### config.mk
export PLATFORM = sky130hd
export DESIGN_NAME = prefix_command_decimal_parser_unit
export DESIGN_NICKNAME = d
export VERILOG_FILES = /design/src/sv/pcdp_pkg.sv /design/src/sv/pcdp_in_stage.sv /design/src/sv/pcdp_line_core.sv /design/src/sv/pcdp_out_stage.sv /design/src/sv/prefix_command_decimal_parser_unit.sv
export SDC_FILE = /design/constraint.sdc
export NUM_CORES = 1
export LEC_CHECK = 0
export ABC_AREA = 1
export CAP_MARGIN = 20
export CORE_UTILIZATION = 30
export DETAILED_ROUTE_END_ITERATION = 8
export DONT_BUFFER_PORTS = 1
export PLACE_DENSITY = 0.44
export REMOVE_ABC_BUFFERS = 1
export SYNTH_ARGS = -nofsm -noshare
export SYNTH_HDL_FRONTEND = slang
export SYNTH_HIERARCHICAL = 1
export SYNTH_SLANG_ARGS = --single-unit
### constraint.sdc
create_clock -name aclk -period 2.5 [get_ports aclk]
set_clock_uncertainty 0.05 [all_clocks]
set_input_delay 0.25 -clock aclk [delete_from_list [all_inputs] [get_ports aclk]]
set_output_delay 0.25 -clock aclk [all_outputs]
set_load 0.03 [all_outputs]
### src/sv/pcdp_pkg.sv
// ---------------------------------------------------------------------------
// pcdp_pkg
// Types and constants of the command prefix and decimal parser.
// ---------------------------------------------------------------------------
package pcdp_pkg;

    localparam int unsigned PREFIX_LEN   = 5;
    localparam int unsigned PREFIX_W     = 8 * PREFIX_LEN;
    localparam int unsigned VALUE_W      = 32;
    localparam int unsigned POS_W        = 3;

    localparam logic [PREFIX_W-1:0] PREFIX_RESET = 40'h4D4F564520;  // "MOVE "
    localparam logic [7:0]          ASCII_ZERO   = 8'h30;
    localparam logic [7:0]          ASCII_NINE   = 8'h39;
    localparam logic [POS_W-1:0]    POS_DONE     = 3'd5;

    // One received byte of a command line.
    typedef struct packed {
        logic [7:0] cmd_byte;
        logic       line_end;
    } item_t;

    // Result handed from the line core to the output register.
    typedef struct packed {
        logic               load;
        logic               success;
        logic [VALUE_W-1:0] parsed_value;
    } result_t;

endpackage

### src/sv/pcdp_in_stage.sv
// ---------------------------------------------------------------------------
// pcdp_in_stage
// Input register: holds one received item until the line core consumes it.
// ---------------------------------------------------------------------------
module pcdp_in_stage (
    input  logic            aclk,
    input  logic            aresetn,
    input  logic            s_valid,
    output logic            s_ready,
    input  pcdp_pkg::item_t s_item,
    input  logic            advance,
    output logic            item_valid,
    output pcdp_pkg::item_t item
);

    logic            valid_reg;
    logic            valid_next;
    pcdp_pkg::item_t item_reg;

    // Free when empty or when the held item moves on this cycle
    assign s_ready = !valid_reg || advance;

    always_comb begin
        valid_next = valid_reg;
        if (s_ready) begin
            valid_next = s_valid;
        end
    end

    always_ff @(posedge aclk) begin
        if (!aresetn) begin
            valid_reg <= 1'b0;
        end else begin
            valid_reg <= valid_next;
        end
    end

    // Payload, no reset
    always_ff @(posedge aclk) begin
        if (s_valid && s_ready) begin
            item_reg <= s_item;
        end
    end

    assign item_valid = valid_reg;
    assign item       = item_reg;

endmodule

### src/sv/pcdp_line_core.sv
// ---------------------------------------------------------------------------
// pcdp_line_core
// Per-line state: prefix compare, digit check and decimal accumulation.
// ---------------------------------------------------------------------------
module pcdp_line_core (
    input  logic                             aclk,
    input  logic                             aresetn,
    input  logic                             cfg_wr_en,
    input  logic [pcdp_pkg::PREFIX_W-1:0]    cfg_wr_data,
    input  logic                             item_valid,
    input  pcdp_pkg::item_t                  item,
    input  logic                             out_free,
    output logic                             advance,
    output pcdp_pkg::result_t                result
);

    logic [pcdp_pkg::PREFIX_W-1:0] prefix_reg;
    logic [pcdp_pkg::POS_W-1:0]    pos_reg;
    logic [pcdp_pkg::POS_W-1:0]    pos_next;
    logic                          failed_reg;
    logic                          failed_next;
    logic [pcdp_pkg::VALUE_W-1:0]  acc_reg;
    logic [pcdp_pkg::VALUE_W-1:0]  acc_next;
    logic [7:0]                    expect_byte;
    logic [pcdp_pkg::VALUE_W-1:0]  acc_times_ten;
    logic [pcdp_pkg::VALUE_W-1:0]  digit_val;
    logic                          ok;

    // A line-end item needs the output register; other items always move
    assign advance = item_valid && (!item.line_end || out_free);

    // Prefix register
    always_ff @(posedge aclk) begin
        if (!aresetn) begin
            prefix_reg <= pcdp_pkg::PREFIX_RESET;
        end else if (cfg_wr_en) begin
            prefix_reg <= cfg_wr_data;
        end
    end

    // Expected prefix byte, first byte in the top bits
    always_comb begin
        case (pos_reg)
            3'd0:    expect_byte = prefix_reg[39:32];
            3'd1:    expect_byte = prefix_reg[31:24];
            3'd2:    expect_byte = prefix_reg[23:16];
            3'd3:    expect_byte = prefix_reg[15:8];
            default: expect_byte = prefix_reg[7:0];
        endcase
    end

    // acc * 10 as (acc << 3) + (acc << 1), wrapping at 32 bits
    assign acc_times_ten = {acc_reg[28:0], 3'b000} + {acc_reg[30:0], 1'b0};
    assign digit_val     = {24'd0, item.cmd_byte - pcdp_pkg::ASCII_ZERO};

    // Next line state for the item in the input register
    always_comb begin
        pos_next    = pos_reg;
        failed_next = failed_reg;
        acc_next    = acc_reg;
        if (pos_reg < pcdp_pkg::POS_DONE) begin
            if (item.cmd_byte != expect_byte) begin
                failed_next = 1'b1;
            end
            pos_next = pos_reg + 3'd1;
        end else if (!failed_reg) begin
            if (item.cmd_byte inside {[pcdp_pkg::ASCII_ZERO:pcdp_pkg::ASCII_NINE]}) begin
                acc_next = acc_times_ten + digit_val;
            end else begin
                failed_next = 1'b1;
            end
        end
    end

    // Result on the last byte
    always_comb begin
        ok                  = !failed_next && (pos_next >= pcdp_pkg::POS_DONE);
        result.load         = advance && item.line_end;
        result.success      = ok;
        result.parsed_value = ok ? acc_next : '0;
    end

    // Line state; cleared after the last byte
    always_ff @(posedge aclk) begin
        if (!aresetn) begin
            pos_reg    <= '0;
            failed_reg <= 1'b0;
            acc_reg    <= '0;
        end else if (advance) begin
            if (item.line_end) begin
                pos_reg    <= '0;
                failed_reg <= 1'b0;
                acc_reg    <= '0;
            end else begin
                pos_reg    <= pos_next;
                failed_reg <= failed_next;
                acc_reg    <= acc_next;
            end
        end
    end

endmodule

### src/sv/pcdp_out_stage.sv
// ---------------------------------------------------------------------------
// pcdp_out_stage
// Result register: holds one result until the consumer takes it.
// ---------------------------------------------------------------------------
module pcdp_out_stage (
    input  logic                            aclk,
    input  logic                            aresetn,
    input  pcdp_pkg::result_t               result,
    output logic                            out_free,
    output logic                            m_valid,
    input  logic                            m_ready,
    output logic                            m_success,
    output logic [pcdp_pkg::VALUE_W-1:0]    m_parsed_value
);

    logic                           valid_reg;
    logic                           valid_next;
    logic                           success_reg;
    logic [pcdp_pkg::VALUE_W-1:0]   value_reg;

    // Free when empty or taken this cycle
    assign out_free = !valid_reg || m_ready;

    always_comb begin
        valid_next = valid_reg;
        if (result.load) begin
            valid_next = 1'b1;
        end else if (m_ready) begin
            valid_next = 1'b0;
        end
    end

    always_ff @(posedge aclk) begin
        if (!aresetn) begin
            valid_reg <= 1'b0;
        end else begin
            valid_reg <= valid_next;
        end
    end

    // Payload, no reset
    always_ff @(posedge aclk) begin
        if (result.load) begin
            success_reg <= result.success;
            value_reg   <= result.parsed_value;
        end
    end

    assign m_valid        = valid_reg;
    assign m_success      = success_reg;
    assign m_parsed_value = value_reg;

endmodule

### src/sv/prefix_command_decimal_parser_unit.sv
// ---------------------------------------------------------------------------
// prefix_command_decimal_parser_unit: command prefix check and decimal parse
// A line's last item goes through the input and result registers to m_valid.
// One item per cycle; a line-end item stalls while the result register is full.
// Reset (aresetn low, synchronous) clears line state; prefix returns to "MOVE ".
// ---------------------------------------------------------------------------
module prefix_command_decimal_parser_unit (
    input  logic                            aclk,
    input  logic                            aresetn,
    input  logic                            cfg_wr_en,
    input  logic [pcdp_pkg::PREFIX_W-1:0]   cfg_wr_data,
    input  logic                            s_valid,
    output logic                            s_ready,
    input  logic [7:0]                      s_cmd_byte,
    input  logic                            s_line_end,
    output logic                            m_valid,
    input  logic                            m_ready,
    output logic                            m_success,
    output logic [pcdp_pkg::VALUE_W-1:0]    m_parsed_value
);

    pcdp_pkg::item_t   s_item;
    pcdp_pkg::item_t   item;
    pcdp_pkg::result_t result;
    logic              item_valid;
    logic              advance;
    logic              out_free;

    assign s_item.cmd_byte = s_cmd_byte;
    assign s_item.line_end = s_line_end;

    pcdp_in_stage u_in_stage (
        .aclk       (aclk),
        .aresetn    (aresetn),
        .s_valid    (s_valid),
        .s_ready    (s_ready),
        .s_item     (s_item),
        .advance    (advance),
        .item_valid (item_valid),
        .item       (item)
    );

    pcdp_line_core u_line_core (
        .aclk        (aclk),
        .aresetn     (aresetn),
        .cfg_wr_en   (cfg_wr_en),
        .cfg_wr_data (cfg_wr_data),
        .item_valid  (item_valid),
        .item        (item),
        .out_free    (out_free),
        .advance     (advance),
        .result      (result)
    );

    pcdp_out_stage u_out_stage (
        .aclk           (aclk),
        .aresetn        (aresetn),
        .result         (result),
        .out_free       (out_free),
        .m_valid        (m_valid),
        .m_ready        (m_ready),
        .m_success      (m_success),
        .m_parsed_value (m_parsed_value)
    );

endmodule

Yosys cells after proc, flatten, opt, wreduce, memory -nomap -nowiden
Cells that the tools add are included.
- mux-type cells: 14
- order comparisons: 4
- equal/unequal tests: 4
- reduce and logical (&&, ||, !) cells: 14
- add/subtract/negate cells: 4
- operator list (kind ; count):
    $mux 32 ; 4
    $add 32x32->32 ; 1
    $add 32x8->32 ; 1
    $pmux 8 s4 ; 1
    $ge 8x6->1 const B ; 1
    $le 8x6->1 const B ; 1
    $ne 8x8->1 ; 1
    $sub 8x6->8 const B ; 1
    $mux 1 ; 7
    $eq 3x2->1 const B ; 2
    $mux 3 ; 2
    $logic_and 1x1->1 ; 5
    $logic_not 1->1 ; 4
    $add 3x1->3 const B ; 1
    $eq 3x1->1 const B ; 1
    $ge 3x3->1 const B ; 1
    $logic_not 3->1 ; 1
    $logic_or 1x1->1 ; 3
    $lt 3x3->1 const B ; 1
    $reduce_bool 2->1 ; 1
- logic and storage cells: 50
- register bits after elaboration: 120
- input bits: 54
- output and inout port bits: 35

Depth between registers and ports, before layout
Gate-level depths: netlist (run 1).
- depth in word-level cells: 7
- depth in mapped cells: 17
- gate-level depth less buffers: 17

Modules after synthesis
The synthesis (run 1) kept the hierarchy.
- modules (own cells, without submodules) (module ; seq. area each (µm²) ; instances ; cells an instance ; area an instance (µm²)):
    pcdp_line_core ; 1521.5 ; 1 ; 1075 ; 6546.3
    pcdp_out_stage ; 1011.0 ; 1 ; 39 ; 1037.2
    pcdp_in_stage ; 290.3 ; 1 ; 16 ; 321.6

Least setup slack after synthesis (run 1)
OpenSTA, ideal clock, no wires.
- path kind: flip-flop to flip-flop
- start: register u_in_stage.item_reg, in the netlist u_in_stage/item[5]
- end: register u_out_stage.value_reg, in the netlist u_out_stage/m_parsed_value[31], data pin
- setup time: 0.252 ns
- clock period less this slack: 2.719 ns
- buffers on the path: 0
- arrival time: 2.417 ns
- stages on the path, launching flop included: 18
- slack: -0.219 ns
- data required time: 2.198 ns
- path through: edfxtp_1 > ha_1 > xnor2_1 > fa_1 > ha_1 > nand2_1 > nor2_1 > nand2_1 > nand3_1 > nand2_1 > nand2_1 > nand2_1 > nand2_1 > nand2_1 > nand2_1 > nand2_1 > nand2_1 > nor2_1
- longest elaborated chain between the ends: 7
- elaborated cells on any way between the ends: 15
- classes of those cells: 2 x add/sub; 2 x order compare; 1 x eq/ne; 7 x mux; 3 x reduce/logical
- ends and longest elaborated chain (element ; RTL line ; text):
    start, declared ; pcdp_in_stage.sv:18 ; pcdp_pkg::item_t item_reg;
    start signal, assigned ; pcdp_in_stage.sv:41 ; item_reg <= s_item;
    parallel branches: the longest is 7 deep, another holds $add 32x8->32 ; -- ;
    end signal, assigned ; pcdp_out_stage.sv:45 ; value_reg <= result.parsed_value;
    end, declared ; pcdp_out_stage.sv:19 ; logic [pcdp_pkg::VALUE_W-1:0] value_reg;
Several ways; the timed one is not identified.
A chain may end at the register's enable or synchronous reset.

Worst setup path after layout (run 1)
- start: register u_in_stage.item_reg, in the netlist u_in_stage/item[6]
- end: register u_out_stage.value_reg, in the netlist u_out_stage/m_parsed_value[28], data pin
Same word-level chain as after synthesis.

==> results of run 1 <==
## final timing paths
path | to | cells after the start | start
max | u_out_stage/m_parsed_value[28] | 16 | u_in_stage/item[6]
min reg2reg | u_line_core/prefix_reg[27] | 2 | u_line_core/prefix_reg[27]
max reg2reg | u_out_stage/m_parsed_value[28] | 16 | u_in_stage/item[6]
min | u_line_core/prefix_reg[38] | 2 | aresetn
## worst max-delay path, delay by kind of cell (launching register included)
family / cells / cell delay [ps]
flip-flops: 1 / 430
buffers and inverters: 1 / 130
adder cells (fa/ha/maj): 3 / 1090
AND/OR/NAND/NOR: 12 / 920
## cell type report
class                      instances  area, um^2
sequential                       120        2830
inverter                         128         493
clock buffer                      18         450
tap                              335         419
timing repair buffer             149        1390
fill                            2716       15000
multi-input combinational        847        5220
clock inverter                    14         171
## per-layer routing
metal	GRT usage, %	part of all wire (%)	routed length [um]	vias up
li1	-	-	-	3869
met1	25.3	51	12000	3412
met2	28.1	46	10700	105
met3	2.88	2.6	608	20
met4	4.63	0.96	225	0
met5	0	0	0	-
## synth_stat cells, drive strengths merged
| master | count |
|---|---|
| a21oi | 63 |
| nand4 | 5 |
| inv | 127 |
| a21o | 2 |
| fa | 6 |
| nor3 | 7 |
| nor2 | 135 |
| clkinv | 1 |
| buf | 12 |
| nand3b | 4 |
| or2 | 22 |
| o211ai | 4 |
| nand3 | 91 |
| xor2 | 5 |
| o21bai | 4 |
| and2 | 2 |
| dfxtp | 78 |
| xnor2 | 16 |
| o21ai | 41 |
| clkbuf | 23 |
| a221oi | 1 |
| nand2 | 379 |
| edfxtp | 42 |
| ha | 60 |
## power by group through the flow
stage	Clock [mW]	Sequential, mW	Combinational (mW)
2_1_floorplan	0	2.21	0.203
3_3_place_gp	0	2.22	0.306
3_5_place_dp	0	2.22	0.309
4_1_cts	2.72	2.18	0.430
5_1_grt	2.81	2.19	0.515
6_report	2.65	2.18	0.466
## cell usage in the layout, fill, tap and decap left out, types with 8 or more instances in the layout
cell type / n
a21oi_1: 45
a21oi_2: 15
buf_12: 8
buf_4: 81
clkbuf_16: 19
dfxtp_1: 76
dlygate4sd3_1: 51
edfxtp_1: 42
ha_1: 48
ha_4: 11
inv_1: 113
inv_2: 10
inv_8: 8
nand2_1: 320
nand2_2: 52
nand3_1: 62
nand3_2: 22
nor2_1: 108
nor2_2: 18
nor2_4: 9
o21ai_0: 28
o21ai_2: 10
or2_2: 22
xnor2_2: 9
## kinds of logic after synthesis
family          Yosys count
simple gates            645
buf+inv                 163
flops                   120
compound gates          115
fa+ha+maj                66
xor+xnor                 21
## repair_timing
action                                  in CTS  in global routing
hold buffers                                53                  0
hold endpoints to repair                    52                  0
setup buffers                                4                 13
gates resized for setup                    104                104
endpoints found under the setup margin      59                 60
gates cloned                                 0                  1
pin swaps                                   42                 71
## per-stage QoR
step,instance area (um^2),hold slack [ps]
floorplan,7710,284
global placement,8760,290
detailed placement,8760,292
CTS,10500,25.6
global route,11000,34.2
finish,11000,34.9
==> metrics.md, run 1 <==
| Metric | Value |
|---|---|
| Layout cells sized above 1 | 26.6% |
| Clock slew at reported path FFs | 70 ps |
| Gr usage total | 17.9% |
| Internal | 3.81 mW |
| HP Class | primary input to register |
| P_sw | 1.49 mW |
| Post-synthesis mux area share | 0% |
| Worst Max-Slew Pin Slew | 919 ps |
| DP HPWL | 16500 um |
| Routed Antenna Nets | 0 |
| Initial DRC count | 447 |
| Clock Latency Late Sink | 430 ps |
| RD Place Congestion | 0.870 |
| Initial antenna violation count | 0 |
| Via density per instance | 4.60 |
| Failing checks | negative setup slack |
| DIE HEIGHT | 164 um |
| Worst slack, placed | -594 ps |
| Tot Pwr | 5.30 mW |
| I/O Buffers | 0 |
| Sequential share of power | 41.2% |
| RSZ-0062 raised after global routing | true |
| CTS tree | yes |
| Outcome | complete, but fails checks |
| Tmin final | 2870 ps |
| Final non-filler cell total | 1611 |
| Slack of the critical path | -372 ps |
| Crit path cell chain | ha_2 -> fa_1 -> ha_4 -> nand2_1 -> nand2_1 -> buf_4 -> nand2_1 -> nand2_1 -> nand2_2 -> nand3_4 -> nand3_4 -> nand2_1 -> nand2_1 -> nand3_1 -> nand2_1 -> nor2_1 |
| Final TNS setup | -12980 ps |
| Leak | 5.07 nW |
| CP endpoint kind | register |
| Area added between synthesis and finish | 38.8% |
| Post-Synth XOR/XNOR Area | 2.33% |
| Vias | 7406 |
| Synth area leaders | dfxtp_1, nand2_1, edfxtp_1 |
| Bufs on Longest Clock Path | 2 |
| Die ar. | 0.0270 mm^2 |
| CTS H-tree lvls | 4 |
| Die width | 164 um |
| Antenna cell count | 0 |
| WL/cell | 14.6 um |
| CTS buffer count | 17 |
| Max Fclk | 0.348 GHz |
| Yosys warns | 6 |
| Post-Syn Area | 0.00791 mm^2 |
| Core area | 0.0260 mm^2 |
| Crit path kind | register to register |
| Yosys reg bits | 120 |
| Critical Path AT | 3010 ps |
| Final Max Slew Viols | 0 |
| Clock sink total | 120 |
| Drt first pass iters | 7 |
| Leading area contributor after synthesis | dfxtp_1 |
| Final Cycle Share | 115% |
| CP required | 2640 ps |
| Largest family of logic cells by synthesized area | simple AND/OR/NAND/NOR gates |
| Residual DRC | 0 |
| Worst slew margin | 38.7% |
| Max reg flops | 40 |
| Gate power share | 8.8% |
| Reg2Reg Setup Slack | -370 ps |
| Synth Area in Adders | 11.0% |
| Sw frac | 28.2% |
| Total Wirelength | 23500 um |
| Power density cells | 483 mW/mm^2 |
| Max VDD drop | 0.376 mV |
| First-pass GRT wire length | 37300 um |
| Final Util | 42.2% |
| Area fraction in compound gates after synthesis | 8.40% |
| Simple-Gate Fraction of Synth Area | 34.0% |
| Max incr delay on CP | 450 ps |
| Fin nets | 1383 |
| Largest net degree at the start of global routing | 44 |
| Register area share after synthesis | 35.7% |
| # setup viols final | 54 |
| Number of global-route vias before repair | 7096 |
| Mean Syn Cell Area | 7.00 um^2 |
| Cell repeated most along the worst path | nand2_1 |
| Max-cap viol count | 0 |
| Gr ovfl total | 0 |
| Cells after Synth | 1130 |
| Top Ports | 89 |
| CP Max Fanout | 5 |
| Clk root buf | clkbuf_16 |
| Distinct cells, synth | 38 |
| Final Hold Vio Count | 0 |
| FP Rows | 59 |
| Placed Instances | 1509 |
| Clock power frac | 50.0% |
| Top cell type's share of synthesized area | 19.8% |
| Initial Utilization | 30.4% |
| Worst setup SP type | register |
| Worst path slowest cell | fa_1 |
Note: power is estimated with default switching activity, not from simulation.
==> run 2, diff against run 1 <==
CELL_PAD_IN_SITES_DETAIL_PLACEMENT = 1   (was not set)
CELL_PAD_IN_SITES_GLOBAL_PLACEMENT = 1   (was not set)
PLACE_DENSITY = 0.57   (was 0.44)
==> metrics.md, run 2 (same netlist as run 1, synthesis figures left out) <==
| Metric | Value |
|---|---|
| Outcome | complete, but fails checks |
| Failing checks | negative setup slack |
| Slack of the critical path | -487 ps |
| First-pass GRT wire length | 41500 um |
| Max VDD drop | 0.335 mV |
| Critical Path AT | 3120 ps |
| DIE HEIGHT | 164 um |
| Bufs on Longest Clock Path | 2 |
| Number of global-route vias before repair | 7805 |
| Worst path slowest cell | fa_1 |
| Antenna cell count | 0 |
| RSZ-0062 raised after global routing | true |
| Fin nets | 1393 |
| CTS buffer count | 17 |
| # setup viols final | 53 |
| Clock Latency Late Sink | 430 ps |
| Total Wirelength | 26500 um |
| CP required | 2630 ps |
| WL/cell | 16.3 um |
| Final Hold Vio Count | 0 |
| CP Max Fanout | 4 |
| Max Fclk | 0.335 GHz |
| Leak | 5.23 nW |
| Power density cells | 465 mW/mm^2 |
| Die width | 164 um |
| Via density per instance | 4.75 |
| DP HPWL | 18200 um |
| Most frequent cells in the layout | nand2_1, inv_1, nor2_1 |
| Max incr delay on CP | 490 ps |
| Delay-heaviest family, CP | simple AND/OR/NAND/NOR gates |
| Hold depth | 2 |
| Crit path cell chain | a21oi_2 -> xor2_1 -> fa_1 -> ha_4 -> nand2_4 -> nor2_4 -> nand3_2 -> nand3_4 -> buf_6 -> nand2_4 -> nand2_2 -> nand2_1 -> nand2_1 -> nand2_2 -> nand2_2 -> nor2_1 |
| P_sw | 1.52 mW |
| Vias | 7700 |
| CTS H-tree lvls | 4 |
| Clock slew at reported path FFs | 70 ps |
| Routed Antenna Nets | 0 |
| Max reg flops | 40 |
| Max-cap viol count | 0 |
| CTS tree | yes |
| Sw frac | 29.1% |
| Residual DRC | 0 |
| Core area | 0.0260 mm^2 |
| Cell repeated most along the worst path | nand2_2 |
| Clock power frac | 48.9% |
| Sequential share of power | 41.9% |
| Worst slew margin | 39.1% |
| Initial Utilization | 30.4% |
| Drt first pass iters | 5 |
| Final Cycle Share | 119% |
| Tmin final | 2990 ps |
| FP Rows | 59 |
| Die ar. | 0.0270 mm^2 |
| Worst slack, placed | -648 ps |
| HP Class | primary input to register |
| RD Place Congestion | 0.854 |
| Top Ports | 89 |
| Most common cell after layout, fill and taps aside | nand2_1 |
| Crit path kind | register to register |
| Gr ovfl total | 0 |
| I/O Buffers | 0 |
| Clk root buf | clkbuf_16 |
| Initial DRC count | 298 |
| Worst Max-Slew Pin Slew | 912 ps |
| Final Max Slew Viols | 0 |
| Area added between synthesis and finish | 41.8% |
| Initial antenna violation count | 0 |
| Fill count | 3111 |
| Clock sink total | 120 |
| Bufs and invs on worst path | 1 |
| Internal | 3.70 mW |
| Critical Path Stages | 16 |
| CP endpoint kind | register |
| Gr usage total | 20.0% |
| Gate power share | 9.2% |
| Worst r2r path cells | 16 |
| Worst setup SP type | register |
| Largest net degree at the start of global routing | 44 |
| Final TNS setup | -17850 ps |
| Layout cells sized above 1 | 29.9% |
## run 2: changes by cell type in the layout (fill, tap and decap cells not counted), moves of 5 or more
cell	before	now
buf_4	81	86
buf_6	7	12
nand2_1	320	300
nand2_2	52	58
nand2_4	6	21
nand3_1	62	50
nand3_2	22	31
## run 2: worst reg2reg max path, stage by stage (launching register included)
cell and delay [ps]:
edfxtp_1 480, a21oi_2 170, xor2_1 220, fa_1 490, ha_4 350, nand2_4 80
nor2_4 110, nand3_2 110, nand3_4 160, buf_6 120, nand2_4 40, nand2_2 40
nand2_1 40, nand2_1 90, nand2_2 70, nand2_2 70, nor2_1 40
## run 2: final timing paths
path	from	end	slack (ps)
setup / recovery	u_in_stage/item[5]	u_out_stage/m_parsed_value[22]	-490
hold / removal	aresetn	u_line_core/prefix_reg[26]	40
setup reg to reg	u_in_stage/item[5]	u_out_stage/m_parsed_value[22]	-490
hold reg to reg	u_line_core/prefix_reg[32]	u_line_core/prefix_reg[32]	410
## run 2: through the flow
stage	std cells	hold slack (ps)	area (um^2)	power (mW)	utilization (%)
floorplan	1095	284	7710	2.41	-
global placement	1520	289	8860	2.53	34.1
detailed placement	1520	293	8860	2.54	34.1
CTS	1613	32.9	10400	5.23	40.0
global route	1621	47.4	11200	5.43	43.2
finish	1621	41.9	11200	5.22	43.2
## run 2: area by class of cell
cell class | instances | area (um^2) | share of cell area, %
Clock buffer | 18 | 450 | 4.02
Clock inverter | 14 | 146 | 1.31
Inverter | 128 | 493 | 4.40
Multi-Input combinational cell | 847 | 5380 | 48.0
Sequential cell | 120 | 2830 | 25.2
Tap cell | 335 | 419 | 3.74
Timing Repair Buffer | 159 | 1500 | 13.3
## run 2: what timing repair did
item | 4_1_cts | 5_1_grt
gates cloned | 0 | 1
pin swaps | 28 | 85
gates resized for setup | 72 | 186
endpoints found under the setup margin | 60 | 60
hold buffers | 53 | 0
buffers inserted | 8 | 10
endpoints found under the hold margin | 52 | 0
## run 2: layer usage
metal	share of wire (%)	global-route usage, %	up-vias
met5	0	0	-
met4	1.1	5.09	0
met3	2.2	2.63	16
met2	48	32.4	96
met1	49	27.9	3694
li1	-	-	3894
## run 2: power by group through the flow
stage / Sequential, mW / Clock (mW) / Combinational (mW)
detailed placement: 2.23 / 0 / 0.313
global route: 2.19 / 2.71 / 0.531
floorplan: 2.21 / 0 / 0.203
finish: 2.18 / 2.55 / 0.481
global placement: 2.22 / 0 / 0.306
CTS: 2.18 / 2.61 / 0.431
==> run 3, diff against run 2 <==
SKIP_LAST_GASP = 1   (was not set)
==> metrics.md, run 3 (same netlist as run 1, synthesis figures left out) <==
| Metric | Value |
|---|---|
| Max-cap viol count | 0 |
| Area added between synthesis and finish | 40.7% |
| CTS H-tree lvls | 4 |
| Routed Antenna Nets | 0 |
| Final Hold Vio Count | 0 |
| Clock slew at reported path FFs | 70 ps |
| Fin nets | 1393 |
| # setup viols final | 53 |
| Residual DRC | 0 |
| CP required | 2630 ps |
| Max incr delay on CP | 490 ps |
| Crit path cell chain | a21oi_2 -> xor2_1 -> fa_1 -> ha_4 -> nand2_4 -> nor2_4 -> nand3_2 -> nand3_4 -> buf_6 -> nand2_4 -> nand2_2 -> nand2_1 -> nand2_1 -> nand2_2 -> nand2_2 -> nor2_1 |
| Bufs and invs on worst path | 1 |
| Leak | 5.22 nW |
| Max VDD drop | 0.316 mV |
| Worst Max-Slew Pin Slew | 917 ps |
| Clk root buf | clkbuf_16 |
| Final Cycle Share | 119% |
| Antenna cell count | 0 |
| RD Place Congestion | 0.854 |
| FP Rows | 59 |
| Drt first pass iters | 4 |
| Worst path slowest cell | fa_1 |
| Via density per instance | 4.74 |
| Crit path kind | register to register |
| RSZ-0062 raised after global routing | true |
| Most frequent cells in the layout | nand2_1, nor2_1, inv_1 |
| Die width | 164 um |
| CP endpoint kind | register |
| Total Wirelength | 26500 um |
| Failing checks | negative setup slack |
| Worst slew margin | 38.8% |
| First-pass GRT wire length | 41500 um |
| Placed Instance Area | 0.00886 mm^2 |
| Hold_sp | aresetn |
| DIE HEIGHT | 164 um |
| Gr usage total | 20.0% |
| DP HPWL | 18200 um |
| Outcome | complete, but fails checks |
| Max Fclk | 0.335 GHz |
| CTS tree | yes |
| CP Max Fanout | 4 |
| Delay-heaviest family, CP | simple AND/OR/NAND/NOR gates |
| CTS buffer count | 17 |
| Fin area | 0.0111 mm^2 |
| Most common cell after layout, fill and taps aside | nand2_1 |
| Power density cells | 468 mW/mm^2 |
| Cell repeated most along the worst path | nand2_2 |
| Clock Latency Late Sink | 430 ps |
| Initial DRC count | 332 |
| Layout cells sized above 1 | 28.3% |
| Tmin final | 2980 ps |
| Die ar. | 0.0270 mm^2 |
| Final Util | 42.8% |
| Bufs on Longest Clock Path | 2 |
| CP Launch Point | u_in_stage/item[5] |
| Clock sink total | 120 |
| Worst slack, placed | -648 ps |
| Hold Slack | 46.8 ps |
| Core area | 0.0260 mm^2 |
| HP Class | primary input to register |
| Fill count | 3125 |
| WL/cell | 16.3 um |
| Critical Path AT | 3110 ps |
| Top Ports | 89 |
| Final Max Slew Viols | 0 |
| Vias | 7683 |
| I/O Buffers | 0 |
| Initial antenna violation count | 0 |
| R2R Path Start | u_in_stage/item[5] |
| Initial Utilization | 30.4% |
| Slack of the critical path | -481 ps |
| Max reg flops | 40 |
| Worst setup SP type | register |
| Number of global-route vias before repair | 7805 |
| Gr ovfl total | 0 |
| Largest net degree at the start of global routing | 44 |
| Tot Pwr | 5.21 mW |
[run 3: cell type report]
cell class	count	area [um^2]	share of cell area [%]
clock buffers	18	450	4.05
clock inverters	14	146	1.32
inverters	128	485	4.37
multi-input cells	847	5300	47.7
flip-flops and latches	120	2830	25.4
well taps	335	419	3.77
repair buffers	159	1490	13.4
[run 3: per-stage QoR]
stage	setup TNS [ps]	std cells
6_report	-18000	1621
5_1_grt	-26840	1621
4_1_cts	-16540	1613
3_5_place_dp	-25630	1520
3_3_place_gp	-21550	1520
2_1_floorplan	-38530	1095
[run 3: power by group]
part           internal (mW)  switching [mW]  leakage [nW]  total [mW]
clock network           1.40            1.15         0.295        2.54
logic                  0.207           0.273          3.90       0.480
registers               2.10          0.0870          1.03        2.18
[run 3: worst reg2reg max path: cells and delay by family (launching register included)]
kind	cells	cell delay [ps]
adders and majority gates	2	840
and+or+nand+nor	11	850
buffers and inverters	1	120
xor gates and xnor gates	1	220
DFF	1	480
AOI/OAI and AO/OA	1	170
[run 3: repair_timing]
item                                    in CTS  in global routing
gates cloned                                 0                  1
endpoints found under the setup margin      60                 60
pin swaps                                   28                 84
buffers inserted                             8                 10
gates resized for setup                     72                158
hold buffers                                53                  0
hold endpoints to repair                    52                  0
[run 3: per-layer routing]
layer	GRT usage [%]	wire (um)	share of wire (%)
met1	27.9	13000	49
met2	32.4	12600	47
met3	2.63	618	2.3
met4	5.09	290	1.1
met5	0	0	0
[run 3: worst paths after layout]
kind	endpoint	slack (ps)	cells past startpoint
worst min register to register	u_line_core/prefix_reg[32]	410	2
worst max-delay path	u_out_stage/m_parsed_value[22]	-480	16
worst min-delay path	u_line_core/prefix_reg[30]	50	2
worst max register to register	u_out_stage/m_parsed_value[22]	-480	16
